[src/rtl/counter_rate_moving_average_defines.svh]
// Assertion helpers used by the top-level RTL file
`ifndef COUNTER_RATE_MOVING_AVERAGE_DEFINES_SVH
`define COUNTER_RATE_MOVING_AVERAGE_DEFINES_SVH

// Same-cycle implication, sampled on clk_i, quiet while in reset
`define CRMA_ASSERT_IMPL(lbl, ante, cons) \
  lbl: assert property (@(posedge clk_i) disable iff (!rst_ni) (ante) |-> (cons)) \
    else $error("crma: same-cycle check failed");

// Next-cycle implication, sampled on clk_i, quiet while in reset
`define CRMA_ASSERT_NEXT(lbl, ante, cons) \
  lbl: assert property (@(posedge clk_i) disable iff (!rst_ni) (ante) |=> (cons)) \
    else $error("crma: next-cycle check failed");

`endif

[src/rtl/crma_pkg.sv]
package crma_pkg;

  localparam int unsigned TICK_W = 32;
  localparam int unsigned CNT_W  = 64;
  localparam int unsigned QUEUE_DEPTH = 2;
  localparam int unsigned QCNT_W = $clog2(QUEUE_DEPTH + 1);

  // Command passed from the front end to the back end
  typedef struct packed {
    logic              is_init;
    logic [TICK_W-1:0] tick_delta;
    logic [CNT_W-1:0]  count_delta;
  } crma_cmd_t;

  // Back-end status seen by the top level
  typedef struct packed {
    logic idle;
    logic div_busy;
    logic in_out;
  } crma_back_stat_t;

endpackage

[src/rtl/counter_rate_moving_average.sv]
// Moving-average rate meter. Each request carries a millisecond tick count
// and a cumulative byte counter; tuser high marks an init request, which
// clears the delta history, sets the baseline and gives no result. A sample
// request (tuser low) gives one result: the mean of the new counter delta
// and the last HISTORY_DEPTH deltas, times 1000, divided by the tick delta
// (0 when the tick delta is zero), all wrapping modulo 2^64. Requests are
// taken into a two-entry queue, so the input keeps accepting while a result
// waits, until the queue is full. A sample goes through the back end in
// order: take the command, form the mean (16 bits a cycle by reciprocal
// multiply), scale and start the divide, run the one-bit-per-cycle rate
// divide, take the quotient and load the output register, which waits while
// the previous result still waits on tready. A zero tick delta skips the
// divide. The back end takes the next command only once it is idle again.
module counter_rate_moving_average
  import crma_pkg::*;
#(
  parameter int unsigned HISTORY_DEPTH = 7
) (
  input  logic        clk_i,
  input  logic        rst_ni,
  input  logic        s_axis_tvalid,
  output logic        s_axis_tready,
  input  logic [95:0] s_axis_tdata,  // [31:0] sample_ticks, [95:32] counter_value
  input  logic        s_axis_tuser,  // [0] func
  output logic        m_axis_tvalid,
  input  logic        m_axis_tready,
  output logic [63:0] m_axis_tdata   // [63:0] rate_per_second
);

`include "counter_rate_moving_average_defines.svh"

  logic              q_full;
  logic              q_empty;
  logic [QCNT_W-1:0] q_count;
  logic              in_accept;
  logic              cmd_pop;
  crma_cmd_t         front_cmd;
  crma_cmd_t         q_cmd;
  crma_back_stat_t   back_stat;

  assign s_axis_tready = !q_full;
  assign in_accept     = s_axis_tvalid && !q_full;

  crma_front u_front (
    .clk_i    (clk_i),
    .rst_ni   (rst_ni),
    .accept_i (in_accept),
    .func_i   (s_axis_tuser),
    .ticks_i  (s_axis_tdata[31:0]),
    .total_i  (s_axis_tdata[95:32]),
    .cmd_o    (front_cmd)
  );

  crma_fifo u_fifo (
    .clk_i       (clk_i),
    .rst_ni      (rst_ni),
    .push_i      (in_accept),
    .push_data_i (front_cmd),
    .pop_i       (cmd_pop),
    .pop_data_o  (q_cmd),
    .full_o      (q_full),
    .empty_o     (q_empty),
    .count_o     (q_count)
  );

  crma_back #(
    .HISTORY_DEPTH (HISTORY_DEPTH)
  ) u_back (
    .clk_i       (clk_i),
    .rst_ni      (rst_ni),
    .cmd_valid_i (!q_empty),
    .cmd_i       (q_cmd),
    .cmd_pop_o   (cmd_pop),
    .out_valid_o (m_axis_tvalid),
    .out_data_o  (m_axis_tdata),
    .out_ready_i (m_axis_tready),
    .stat_o      (back_stat)
  );

  // Queue never overfills
  `CRMA_ASSERT_IMPL(a_queue_bound, 1'b1, q_count <= QCNT_W'(QUEUE_DEPTH))
  // Divider only runs while the back end works on a sample
  `CRMA_ASSERT_IMPL(a_div_idle, back_stat.idle, !back_stat.div_busy)
  // A result only appears after the back end has finished a sample
  `CRMA_ASSERT_IMPL(a_out_source, $rose(m_axis_tvalid), $past(back_stat.in_out))
  // A request taken into an empty queue is visible to the back end next cycle
  `CRMA_ASSERT_NEXT(a_queue_fill, in_accept && q_empty && !cmd_pop, !q_empty)

endmodule

[src/rtl/crma_div.sv]
// Restoring divider, one quotient bit per cycle
module crma_div
  import crma_pkg::*;
(
  input  logic             clk_i,
  input  logic             rst_ni,
  input  logic             start_i,
  input  logic [CNT_W-1:0] dividend_i,
  input  logic [CNT_W-1:0] divisor_i,
  output logic             busy_o,
  output logic             done_o,
  output logic [CNT_W-1:0] quot_o
);

  localparam int unsigned STEP_W = $clog2(CNT_W);

  logic              busy_q, busy_d;
  logic              done_q, done_d;
  logic [STEP_W-1:0] step_q, step_d;
  logic [CNT_W-1:0]  rem_q, rem_d;
  logic [CNT_W-1:0]  quo_q, quo_d;
  logic [CNT_W-1:0]  dvs_q, dvs_d;
  logic [CNT_W:0]    rem_sh;
  logic [CNT_W:0]    rem_sub;
  logic              fits;

  // Shift in the next dividend bit and try the subtract
  assign rem_sh  = {rem_q, quo_q[CNT_W-1]};
  assign rem_sub = rem_sh - {1'b0, dvs_q};
  assign fits    = (rem_sh >= {1'b0, dvs_q});

  always_comb begin
    busy_d = busy_q;
    done_d = 1'b0;
    step_d = step_q;
    rem_d  = rem_q;
    quo_d  = quo_q;
    dvs_d  = dvs_q;
    if (start_i) begin
      busy_d = 1'b1;
      step_d = STEP_W'(CNT_W - 1);
      rem_d  = '0;
      quo_d  = dividend_i;
      dvs_d  = divisor_i;
    end else if (busy_q) begin
      rem_d  = fits ? rem_sub[CNT_W-1:0] : rem_sh[CNT_W-1:0];
      quo_d  = {quo_q[CNT_W-2:0], fits};
      step_d = step_q - 1'b1;
      if (step_q == '0) begin
        busy_d = 1'b0;
        done_d = 1'b1;
      end
    end
  end

  // Control state
  always_ff @(posedge clk_i or negedge rst_ni) begin
    if (!rst_ni) begin
      busy_q <= 1'b0;
      done_q <= 1'b0;
      step_q <= '0;
    end else begin
      busy_q <= busy_d;
      done_q <= done_d;
      step_q <= step_d;
    end
  end

  // Datapath
  always_ff @(posedge clk_i) begin
    rem_q <= rem_d;
    quo_q <= quo_d;
    dvs_q <= dvs_d;
  end

  assign busy_o = busy_q;
  assign done_o = done_q;
  assign quot_o = quo_q;

endmodule

[src/rtl/crma_front.sv]
// Front end: keeps the baselines and turns each request into a command
module crma_front
  import crma_pkg::*;
(
  input  logic              clk_i,
  input  logic              rst_ni,
  input  logic              accept_i,
  input  logic              func_i,
  input  logic [TICK_W-1:0] ticks_i,
  input  logic [CNT_W-1:0]  total_i,
  output crma_cmd_t         cmd_o
);

  logic [TICK_W-1:0] prev_ticks_q;
  logic [CNT_W-1:0]  prev_total_q;

  // Wrapping deltas against the last baseline
  always_comb begin
    cmd_o.is_init     = func_i;
    cmd_o.tick_delta  = ticks_i - prev_ticks_q;
    cmd_o.count_delta = total_i - prev_total_q;
  end

  // Both kinds of request move the baseline
  always_ff @(posedge clk_i or negedge rst_ni) begin
    if (!rst_ni) begin
      prev_ticks_q <= '0;
      prev_total_q <= '0;
    end else if (accept_i) begin
      prev_ticks_q <= ticks_i;
      prev_total_q <= total_i;
    end
  end

endmodule

[src/rtl/crma_fifo.sv]
// Short command queue between front and back end
module crma_fifo
  import crma_pkg::*;
(
  input  logic              clk_i,
  input  logic              rst_ni,
  input  logic              push_i,
  input  crma_cmd_t         push_data_i,
  input  logic              pop_i,
  output crma_cmd_t         pop_data_o,
  output logic              full_o,
  output logic              empty_o,
  output logic [QCNT_W-1:0] count_o
);

  localparam int unsigned PTR_W = $clog2(QUEUE_DEPTH);

  crma_cmd_t         mem_q [QUEUE_DEPTH];
  logic [PTR_W-1:0]  wr_ptr_q, rd_ptr_q;
  logic [QCNT_W-1:0] cnt_q;
  logic              do_push, do_pop;

  assign full_o  = (cnt_q == QCNT_W'(QUEUE_DEPTH));
  assign empty_o = (cnt_q == '0);
  assign count_o = cnt_q;
  assign do_push = push_i && !full_o;
  assign do_pop  = pop_i && !empty_o;

  assign pop_data_o = mem_q[rd_ptr_q];

  // Storage
  always_ff @(posedge clk_i) begin
    if (do_push) begin
      mem_q[wr_ptr_q] <= push_data_i;
    end
  end

  // Pointers and fill level
  always_ff @(posedge clk_i or negedge rst_ni) begin
    if (!rst_ni) begin
      wr_ptr_q <= '0;
      rd_ptr_q <= '0;
      cnt_q    <= '0;
    end else begin
      if (do_push) begin
        wr_ptr_q <= (wr_ptr_q == PTR_W'(QUEUE_DEPTH - 1)) ? '0 : wr_ptr_q + 1'b1;
      end
      if (do_pop) begin
        rd_ptr_q <= (rd_ptr_q == PTR_W'(QUEUE_DEPTH - 1)) ? '0 : rd_ptr_q + 1'b1;
      end
      if (do_push && !do_pop) begin
        cnt_q <= cnt_q + 1'b1;
      end else if (do_pop && !do_push) begin
        cnt_q <= cnt_q - 1'b1;
      end
    end
  end

endmodule

[src/rtl/crma_back.sv]
// Back end: history, mean, scaling and rate divide, plus output register
module crma_back
  import crma_pkg::*;
#(
  parameter int unsigned HISTORY_DEPTH = 7
) (
  input  logic             clk_i,
  input  logic             rst_ni,
  input  logic             cmd_valid_i,
  input  crma_cmd_t        cmd_i,
  output logic             cmd_pop_o,
  output logic             out_valid_o,
  output logic [CNT_W-1:0] out_data_o,
  input  logic             out_ready_i,
  output crma_back_stat_t  stat_o
);

  // Number of low zero bits of a small constant
  function automatic int unsigned low_zeros(int unsigned v);
    int unsigned n;
    n = 0;
    for (int i = 0; i < 6; i++) begin
      if (v[n] == 1'b0) begin
        n = n + 1;
      end
    end
    return n;
  endfunction

  // Mean divisor split as 2^MEAN_SH * MEAN_ODD; the odd part is taken off
  // 16 bits a cycle by multiplying with a rounded-up reciprocal
  localparam int unsigned MEAN_D   = HISTORY_DEPTH + 1;
  localparam int unsigned MEAN_SH  = low_zeros(MEAN_D);
  localparam int unsigned MEAN_ODD = MEAN_D >> MEAN_SH;
  localparam int unsigned MAG_SH   = 26;
  localparam int unsigned MEAN_MAG = ((1 << MAG_SH) + MEAN_ODD - 1) / MEAN_ODD;
  localparam logic [26:0] MEAN_MAG_C = 27'(MEAN_MAG);
  localparam logic [4:0]  MEAN_ODD_C = 5'(MEAN_ODD);

  localparam logic [2:0] ST_IDLE  = 3'd0;
  localparam logic [2:0] ST_MEAN  = 3'd1;
  localparam logic [2:0] ST_SCALE = 3'd2;
  localparam logic [2:0] ST_RATE  = 3'd3;
  localparam logic [2:0] ST_OUT   = 3'd4;

  logic [2:0]        st_q, st_d;
  logic [TICK_W-1:0] tick_q, tick_d;
  logic [CNT_W-1:0]  res_q, res_d;
  logic [CNT_W-1:0]  hist_q [HISTORY_DEPTH];
  logic [CNT_W-1:0]  hsum_q;
  logic              out_valid_q;
  logic [CNT_W-1:0]  out_data_q;
  logic              out_load;

  logic [CNT_W-1:0]  msum;
  logic [CNT_W-1:0]  msrc_q, msrc_d;
  logic [4:0]        mrem_q, mrem_d;
  logic [CNT_W-1:0]  mean_q, mean_d;
  logic [1:0]        mdig_q, mdig_d;
  logic [20:0]       mv;
  logic [41:0]       mprod;
  logic [15:0]       mqd;
  logic [20:0]       mback;

  logic              div_start;
  logic [CNT_W-1:0]  div_dividend;
  logic [CNT_W-1:0]  div_divisor;
  logic              div_busy;
  logic              div_done;
  logic [CNT_W-1:0]  div_quot;
  logic [CNT_W-1:0]  scaled;

  crma_div u_div (
    .clk_i      (clk_i),
    .rst_ni     (rst_ni),
    .start_i    (div_start),
    .dividend_i (div_dividend),
    .divisor_i  (div_divisor),
    .busy_o     (div_busy),
    .done_o     (div_done),
    .quot_o     (div_quot)
  );

  // Sum of the new delta and the history, wrapping
  assign msum = hsum_q + cmd_i.count_delta;

  // One mean digit: remainder and next 16 dividend bits, quotient by reciprocal
  assign mv    = {mrem_q, msrc_q[CNT_W-1 -: 16]};
  assign mprod = 42'(mv) * 42'(MEAN_MAG_C);
  assign mqd   = mprod[MAG_SH +: 16];
  assign mback = 21'(mqd) * 21'(MEAN_ODD_C);

  // mean * 1000 as 1024 - 16 - 8, wrapping
  assign scaled = (mean_q << 10) - (mean_q << 4) - (mean_q << 3);

  assign div_dividend = scaled;
  assign div_divisor  = {{(CNT_W - TICK_W){1'b0}}, tick_q};

  assign cmd_pop_o = (st_q == ST_IDLE) && cmd_valid_i;

  // Sequencer
  always_comb begin
    st_d      = st_q;
    tick_d    = tick_q;
    res_d     = res_q;
    msrc_d    = msrc_q;
    mrem_d    = mrem_q;
    mean_d    = mean_q;
    mdig_d    = mdig_q;
    div_start = 1'b0;
    out_load  = 1'b0;
    case (st_q)
      ST_IDLE: begin
        if (cmd_valid_i && !cmd_i.is_init) begin
          tick_d = cmd_i.tick_delta;
          msrc_d = msum >> MEAN_SH;
          mrem_d = '0;
          mdig_d = 2'd3;  // four 16-bit digits
          st_d   = ST_MEAN;
        end
      end
      ST_MEAN: begin
        msrc_d = msrc_q << 16;
        mrem_d = 5'(mv - mback);
        mean_d = {mean_q[CNT_W-17:0], mqd};
        mdig_d = mdig_q - 1'b1;
        if (mdig_q == '0) begin
          st_d = ST_SCALE;
        end
      end
      ST_SCALE: begin
        if (tick_q == '0) begin
          res_d = '0;
          st_d  = ST_OUT;
        end else begin
          div_start = 1'b1;
          st_d      = ST_RATE;
        end
      end
      ST_RATE: begin
        if (div_done) begin
          res_d = div_quot;
          st_d  = ST_OUT;
        end
      end
      ST_OUT: begin
        if (!out_valid_q || out_ready_i) begin
          out_load = 1'b1;
          st_d     = ST_IDLE;
        end
      end
      default: st_d = ST_IDLE;
    endcase
  end

  // Control state and output handshake
  always_ff @(posedge clk_i or negedge rst_ni) begin
    if (!rst_ni) begin
      st_q        <= ST_IDLE;
      mdig_q      <= '0;
      out_valid_q <= 1'b0;
    end else begin
      st_q   <= st_d;
      mdig_q <= mdig_d;
      if (out_load) begin
        out_valid_q <= 1'b1;
      end else if (out_ready_i) begin
        out_valid_q <= 1'b0;
      end
    end
  end

  // Delta history and its running sum, updated as a command is taken
  always_ff @(posedge clk_i or negedge rst_ni) begin
    if (!rst_ni) begin
      for (int k = 0; k < HISTORY_DEPTH; k++) begin
        hist_q[k] <= '0;
      end
      hsum_q <= '0;
    end else if (cmd_pop_o) begin
      if (cmd_i.is_init) begin
        for (int k = 0; k < HISTORY_DEPTH; k++) begin
          hist_q[k] <= '0;
        end
        hsum_q <= '0;
      end else begin
        for (int k = 1; k < HISTORY_DEPTH; k++) begin
          hist_q[k] <= hist_q[k-1];
        end
        hist_q[0] <= cmd_i.count_delta;
        hsum_q    <= hsum_q + cmd_i.count_delta - hist_q[HISTORY_DEPTH-1];
      end
    end
  end

  // Payload registers
  always_ff @(posedge clk_i) begin
    tick_q <= tick_d;
    res_q  <= res_d;
    msrc_q <= msrc_d;
    mrem_q <= mrem_d;
    mean_q <= mean_d;
    if (out_load) begin
      out_data_q <= res_q;
    end
  end

  assign out_valid_o     = out_valid_q;
  assign out_data_o      = out_data_q;
  assign stat_o.idle     = (st_q == ST_IDLE);
  assign stat_o.div_busy = div_busy;
  assign stat_o.in_out   = (st_q == ST_OUT);

endmodule

[config.mk]
export PLATFORM = sky130hd
export DESIGN_NAME = counter_rate_moving_average
export DESIGN_NICKNAME = d
export VERILOG_FILES = /design/src/rtl/crma_pkg.sv /design/src/rtl/counter_rate_moving_average.sv /design/src/rtl/crma_div.sv /design/src/rtl/crma_front.sv /design/src/rtl/crma_fifo.sv /design/src/rtl/crma_back.sv
export VERILOG_INCLUDE_DIRS = /design/src /design/src/rtl
export SDC_FILE = /design/constraint.sdc
export NUM_CORES = 2
export LEC_CHECK = 0
export BUFFER_PORTS_ARGS = -buffer_cell sky130_fd_sc_hd__buf_2
export CORE_MARGIN = 3
export CORE_UTILIZATION = 50
export CTS_CLUSTER_DIAMETER = 30
export DETAILED_ROUTE_END_ITERATION = 10
export PLACE_DENSITY = 0.69
export SLEW_MARGIN = 20
export SYNTH_ARGS = -nofsm -noshare
export SYNTH_HDL_FRONTEND = slang
export SYNTH_SLANG_ARGS = --single-unit
export TNS_END_PERCENT = 10
[constraint.sdc]
create_clock -name clk_i -period 6.9 [get_ports clk_i]
set_input_delay 0.69 -clock clk_i [delete_from_list [all_inputs] [get_ports clk_i]]
set_output_delay 0.69 -clock clk_i [all_outputs]
set_load 0.005 [all_outputs]
==> impl_results.html <==
<table>
<tr><th>Metric</th><th>Value</th></tr>
<tr><th colspan="2">Status</th></tr>
<tr><td>Run status</td><td>finished clean</td></tr>
<tr><th colspan="2">Clock network</th></tr>
<tr><td>Sink count of the clock tree</td><td>1265</td></tr>
<tr><td>CTS H-tree lvls</td><td>5</td></tr>
<tr><td>Clock Root Buffer</td><td>clkbuf_16</td></tr>
<tr><td>TritonCTS clock tree</td><td>yes</td></tr>
<tr><td>Number of buffers inserted by post-CTS setup repair</td><td>0</td></tr>
<tr><td>Number of buffers on the longest clock path</td><td>4</td></tr>
<tr><td>Total CTS buffers</td><td>291</td></tr>
<tr><td>Source-to-sink clock delay at the later pin of the worst-skew pair</td><td>890 ps</td></tr>
<tr><td>Clock-pin slew on the worst setup and hold paths</td><td>40 ps</td></tr>
<tr><th colspan="2">Timing</th></tr>
<tr><td>Final period demand of the worst path</td><td>approximately 6500 ps</td></tr>
<tr><td>Slew @ Worst Pin</td><td>around 1100 ps</td></tr>
<tr><td>Final TNS setup</td><td>0 ps</td></tr>
<tr><td>Total of endpoints with negative setup slack in the final report</td><td>0</td></tr>
<tr><td>RSZ-0062 raised after global routing</td><td>no</td></tr>
<tr><td>Maximum clock frequency</td><td>roughly 150 MHz</td></tr>
<tr><td>Final worst path period share</td><td>94.3%</td></tr>
<tr><td>Clock skew after layout</td><td>72.0 ps</td></tr>
<tr><td>Final Hold Violating Endpoints</td><td>0</td></tr>
<tr><td>Worst rel slew slack</td><td>29.3%</td></tr>
<tr><td>Max Slew Vio Count</td><td>0</td></tr>
<tr><th colspan="2">Routing</th></tr>
<tr><td>Routed wire per std cell</td><td>19.8 um</td></tr>
<tr><td>Via count</td><td>about 46000</td></tr>
<tr><td>Routed WL</td><td>159000 um</td></tr>
<tr><td>Number of iterations in the first detailed-routing pass</td><td>7</td></tr>
<tr><td>Count of antenna-violating nets left after detailed routing</td><td>0</td></tr>
<tr><td>Drt first-iter violations</td><td>3886</td></tr>
<tr><td>DRC violations left</td><td>0</td></tr>
<tr><td>Via count normalized by instance count</td><td>5.73</td></tr>
<tr><th colspan="2">Cells and area</th></tr>
<tr><td>Regs by FF count</td><td>u_back.hist_q: 448 flops, u_fifo.mem_q: 194 flops</td></tr>
<tr><td>Flip-flop count of the largest register, all copies and words added</td><td>448</td></tr>
<tr><td>Synth-to-layout area growth</td><td>20.0%</td></tr>
<tr><td>Register Area</td><td>34200 um2</td></tr>
<tr><td>Area of the multi-input gates</td><td>between 20000 and 30000 um2</td></tr>
<tr><td>Fin nets</td><td>6572</td></tr>
<tr><td>Layout fillers</td><td>approximately 10000</td></tr>
<tr><td>Layout cells sized above 1</td><td>around 14%</td></tr>
<tr><td>Register containing the most flip-flops in the final layout</td><td>u_back.hist_q</td></tr>
<tr><td>Final cell area excluding filler cells</td><td>77600 um2</td></tr>
<tr><th colspan="2">Global route</th></tr>
<tr><td>Overall Global Routing Usage</td><td>23.9%</td></tr>
<tr><td>Grt met2 use</td><td>34.4%</td></tr>
<tr><td>M1 GR Usage</td><td>36.2%</td></tr>
<tr><td>Number of antenna violations at the first check in global routing</td><td>2</td></tr>
<tr><td>Leftover overflow at the end of global routing</td><td>0</td></tr>
<tr><td>Wire length of the first global-routing pass</td><td>253000 um</td></tr>
<tr><td>GR peak layer</td><td>met1</td></tr>
<tr><td>Largest net degree at the start of global routing</td><td>210</td></tr>
<tr><td>Number of global-route vias before repair</td><td>about 45000</td></tr>
<tr><td>Global routing met3 resource utilization</td><td>5.04%</td></tr>
<tr><th colspan="2">Yosys</th></tr>
<tr><td>Cell variety after synth</td><td>just under 90</td></tr>
<tr><td>Mapped Nets</td><td>6306</td></tr>
<tr><td>Yosys top cell area share</td><td>26.7%</td></tr>
<tr><td>Gate count after technology mapping</td><td>5824</td></tr>
<tr><td>Netlist area before placement</td><td>approximately 65000 um2</td></tr>
<tr><td>Biggest area consumer among synthesized cells</td><td>edfxtp_1</td></tr>
<tr><td>Leading post-synthesis cells by cell area</td><td>edfxtp_1, dfrtp_1, ha_1</td></tr>
<tr><td>Leading cell types by count after synthesis</td><td>dfrtp_1, edfxtp_1, nand2_1</td></tr>
<tr><td>Ys flop type</td><td>dfrtp_1</td></tr>
<tr><td>Fraction of synthesis flops using an asynchronous set or reset pin</td><td>just under 50%</td></tr>
<tr><td>Post-synthesis area per instance</td><td>roughly 11 um2</td></tr>
<tr><td>Share of synthesized area occupied by flip-flops and latches</td><td>52.9%</td></tr>
<tr><td>Most frequent cell after synthesis</td><td>dfrtp_1</td></tr>
<tr><td>Count of synthesis-stage warnings from yosys</td><td>0</td></tr>
<tr><td>Number of enable-type register cells in the synthesized netlist</td><td>575</td></tr>
<tr><td>Count of state elements after synthesis</td><td>1265</td></tr>
<tr><th colspan="2">Critical path</th></tr>
<tr><td>Data arrival time of the critical path</td><td>7180 ps</td></tr>
<tr><td>Endpoint type of the worst setup path</td><td>register</td></tr>
<tr><td>Required @ worst endpoint</td><td>7570 ps</td></tr>
<tr><td>Startpoint of the lowest-slack register-to-register path</td><td>u_fifo.rd_ptr_q$_DFFE_PN0P_</td></tr>
<tr><td>Maximum fanout along the worst path</td><td>10</td></tr>
<tr><td>Worst setup path endpoint</td><td>u_back.hsum_q[60]$_DFFE_PN0P_</td></tr>
<tr><td>Critical path launch point</td><td>u_fifo.rd_ptr_q$_DFFE_PN0P_</td></tr>
<tr><td>Critical path launch point type</td><td>register</td></tr>
<tr><td>FF-to-FF path depth</td><td>24</td></tr>
<tr><td>Worst Setup Path Type</td><td>register to register</td></tr>
<tr><td>Reg-to-reg endpoint</td><td>u_back.hsum_q[60]$_DFFE_PN0P_</td></tr>
<tr><td>Worst R2R Setup Slack</td><td>slightly below 400 ps</td></tr>
<tr><th colspan="2">Floorplanning</th></tr>
<tr><td>Horizontal extent of the die</td><td>around 370 um</td></tr>
<tr><td>Cell row count</td><td>131</td></tr>
<tr><td>Die area</td><td>134000 um2</td></tr>
<tr><td>Starting Density</td><td>50.5%</td></tr>
<tr><td>Die height</td><td>366 um</td></tr>
<tr><td>IO Pins</td><td>167</td></tr>
<tr><td>Core box area</td><td>between 100000 and 150000 um2</td></tr>
<tr><th colspan="2">Placed design</th></tr>
<tr><td>Count of buffers from port buffering</td><td>166</td></tr>
<tr><td>Hpwl dp</td><td>between 100000 and 150000 um</td></tr>
<tr><td>Placement Cell Area</td><td>67300 um2</td></tr>
<tr><td>Gpl congestion</td><td>just over 0.9</td></tr>
<tr><th colspan="2">Job</th></tr>
<tr><td>Count of maximum capacitance violations</td><td>0</td></tr>
<tr><th colspan="2">Min path</th></tr>
<tr><td>Kind of path behind the tightest hold check</td><td>input pin to register</td></tr>
</table>
cell usage in the layout, fill, tap and decap left out, types with 58 or more instances in the layout:
| cell | n |
|---|---|
| fa_1 | 58 |
| nand3_1 | 63 |
| xnor2_1 | 200 |
| nor2b_1 | 61 |
| ha_1 | 323 |
| nor2_1 | 207 |
| a21o_1 | 187 |
| buf_4 | 65 |
| nand2_1 | 512 |
| edfxtp_1 | 575 |
| and2_1 | 93 |
| mux2_2 | 139 |
| clkbuf_16 | 298 |
| buf_2 | 165 |
| a21oi_1 | 373 |
| nand4_1 | 69 |
| dfrtp_1 | 624 |
| inv_1 | 329 |
| dfxtp_1 | 64 |
| a22o_1 | 456 |
| o21ai_0 | 439 |
| xor2_1 | 126 |
critical path, cell delays in order, from the launching register on:
cell and delay, ps:
dfrtp_4 450, buf_4 210, mux2_2 380, ha_1 350, and4_1 230, a21oi_1 180, nand3_1 90, buf_4 160
nor3_1 440, nor2_1 220, a211oi_1 320, xnor2_1 300, ha_1 420, a211o_1 300, a21oi_1 200, a21oi_1 140
nor3b_1 160, a211oi_1 680, o41ai_2 220, and4b_1 220, o21ai_0 160, buf_4 140, o21ai_0 90, xnor2_1 130
o21ai_0 90
area by class of cell:
| type | instances | share of cell area, % |
|---|---|---|
| clock buffer | 338 | 10.0 |
| timing repair buffer | 275 | 2.41 |
| sequential | 1265 | 44.1 |
| clock inverter | 172 | 2.77 |
| multi-input combinational | 3924 | 36.3 |
| tap | 1729 | 2.79 |
| inverter | 333 | 1.62 |
| antenna | 2 | 0.00645 |
timing repair:
action,4_1_cts,5_1_grt
endpoints found under the setup margin,2,13
gates resized for setup,1,9
hold endpoints to repair,81,0
hold buffers,33,0
metrics by stage:
stage                     cells  setup WS [ps]  util [%]  hold WS, ps
after floorplan            5824           99.4         -          394
after global placement     7492           45.4      52.6          401
after detailed placement   7492           1.43      52.6          405
after CTS                  8035           70.5      60.6       0.0100
after global routing       8037           34.1      60.6         34.7
final                      8038            392      60.6         52.1
kinds of logic after synthesis:
logic type	Yosys count	share of synthesized area [%]
buffers and inverters	635	3.69
multiplexers	148	2.56
AND/OR/NAND/NOR	1253	9.34
adder cells (fa/ha/maj)	381	8.04
AO/OA/AOI/OAI	1815	19.0
flip-flops	1265	52.9
XOR/XNOR	327	4.45
routing by layer:
metal	up-vias	share of wire [%]
li1	22000	-
met1	22700	49
met2	1211	43
met3	220	6.3
met4	0	2.2
met5	-	0
worst min-delay path by stage:
stage,from,end,depth (start not counted)
after floorplan,rst_ni,u_back.hist_q[0]$_DFFE_PN0P_,0
after global placement,u_back.res_q[50]$_SDFFCE_PP0P_,u_back.out_data_o[50]$_DFFE_PP_,0
after detailed placement,u_back.msrc_q[53]$_DFFE_PP_,u_back.mean_q[5]$_DFFE_PP_,0
after CTS,s_axis_tdata[16],u_front.prev_ticks_q[16]$_DFFE_PN0P_,3
after global routing,s_axis_tdata[16],u_front.prev_ticks_q[16]$_DFFE_PN0P_,3
final,s_axis_tdata[16],u_front.prev_ticks_q[16]$_DFFE_PN0P_,3
Power is left out: the tool's default activity adds up to more than one toggle a clock period on the data nets, which glitch-free logic cannot reach.
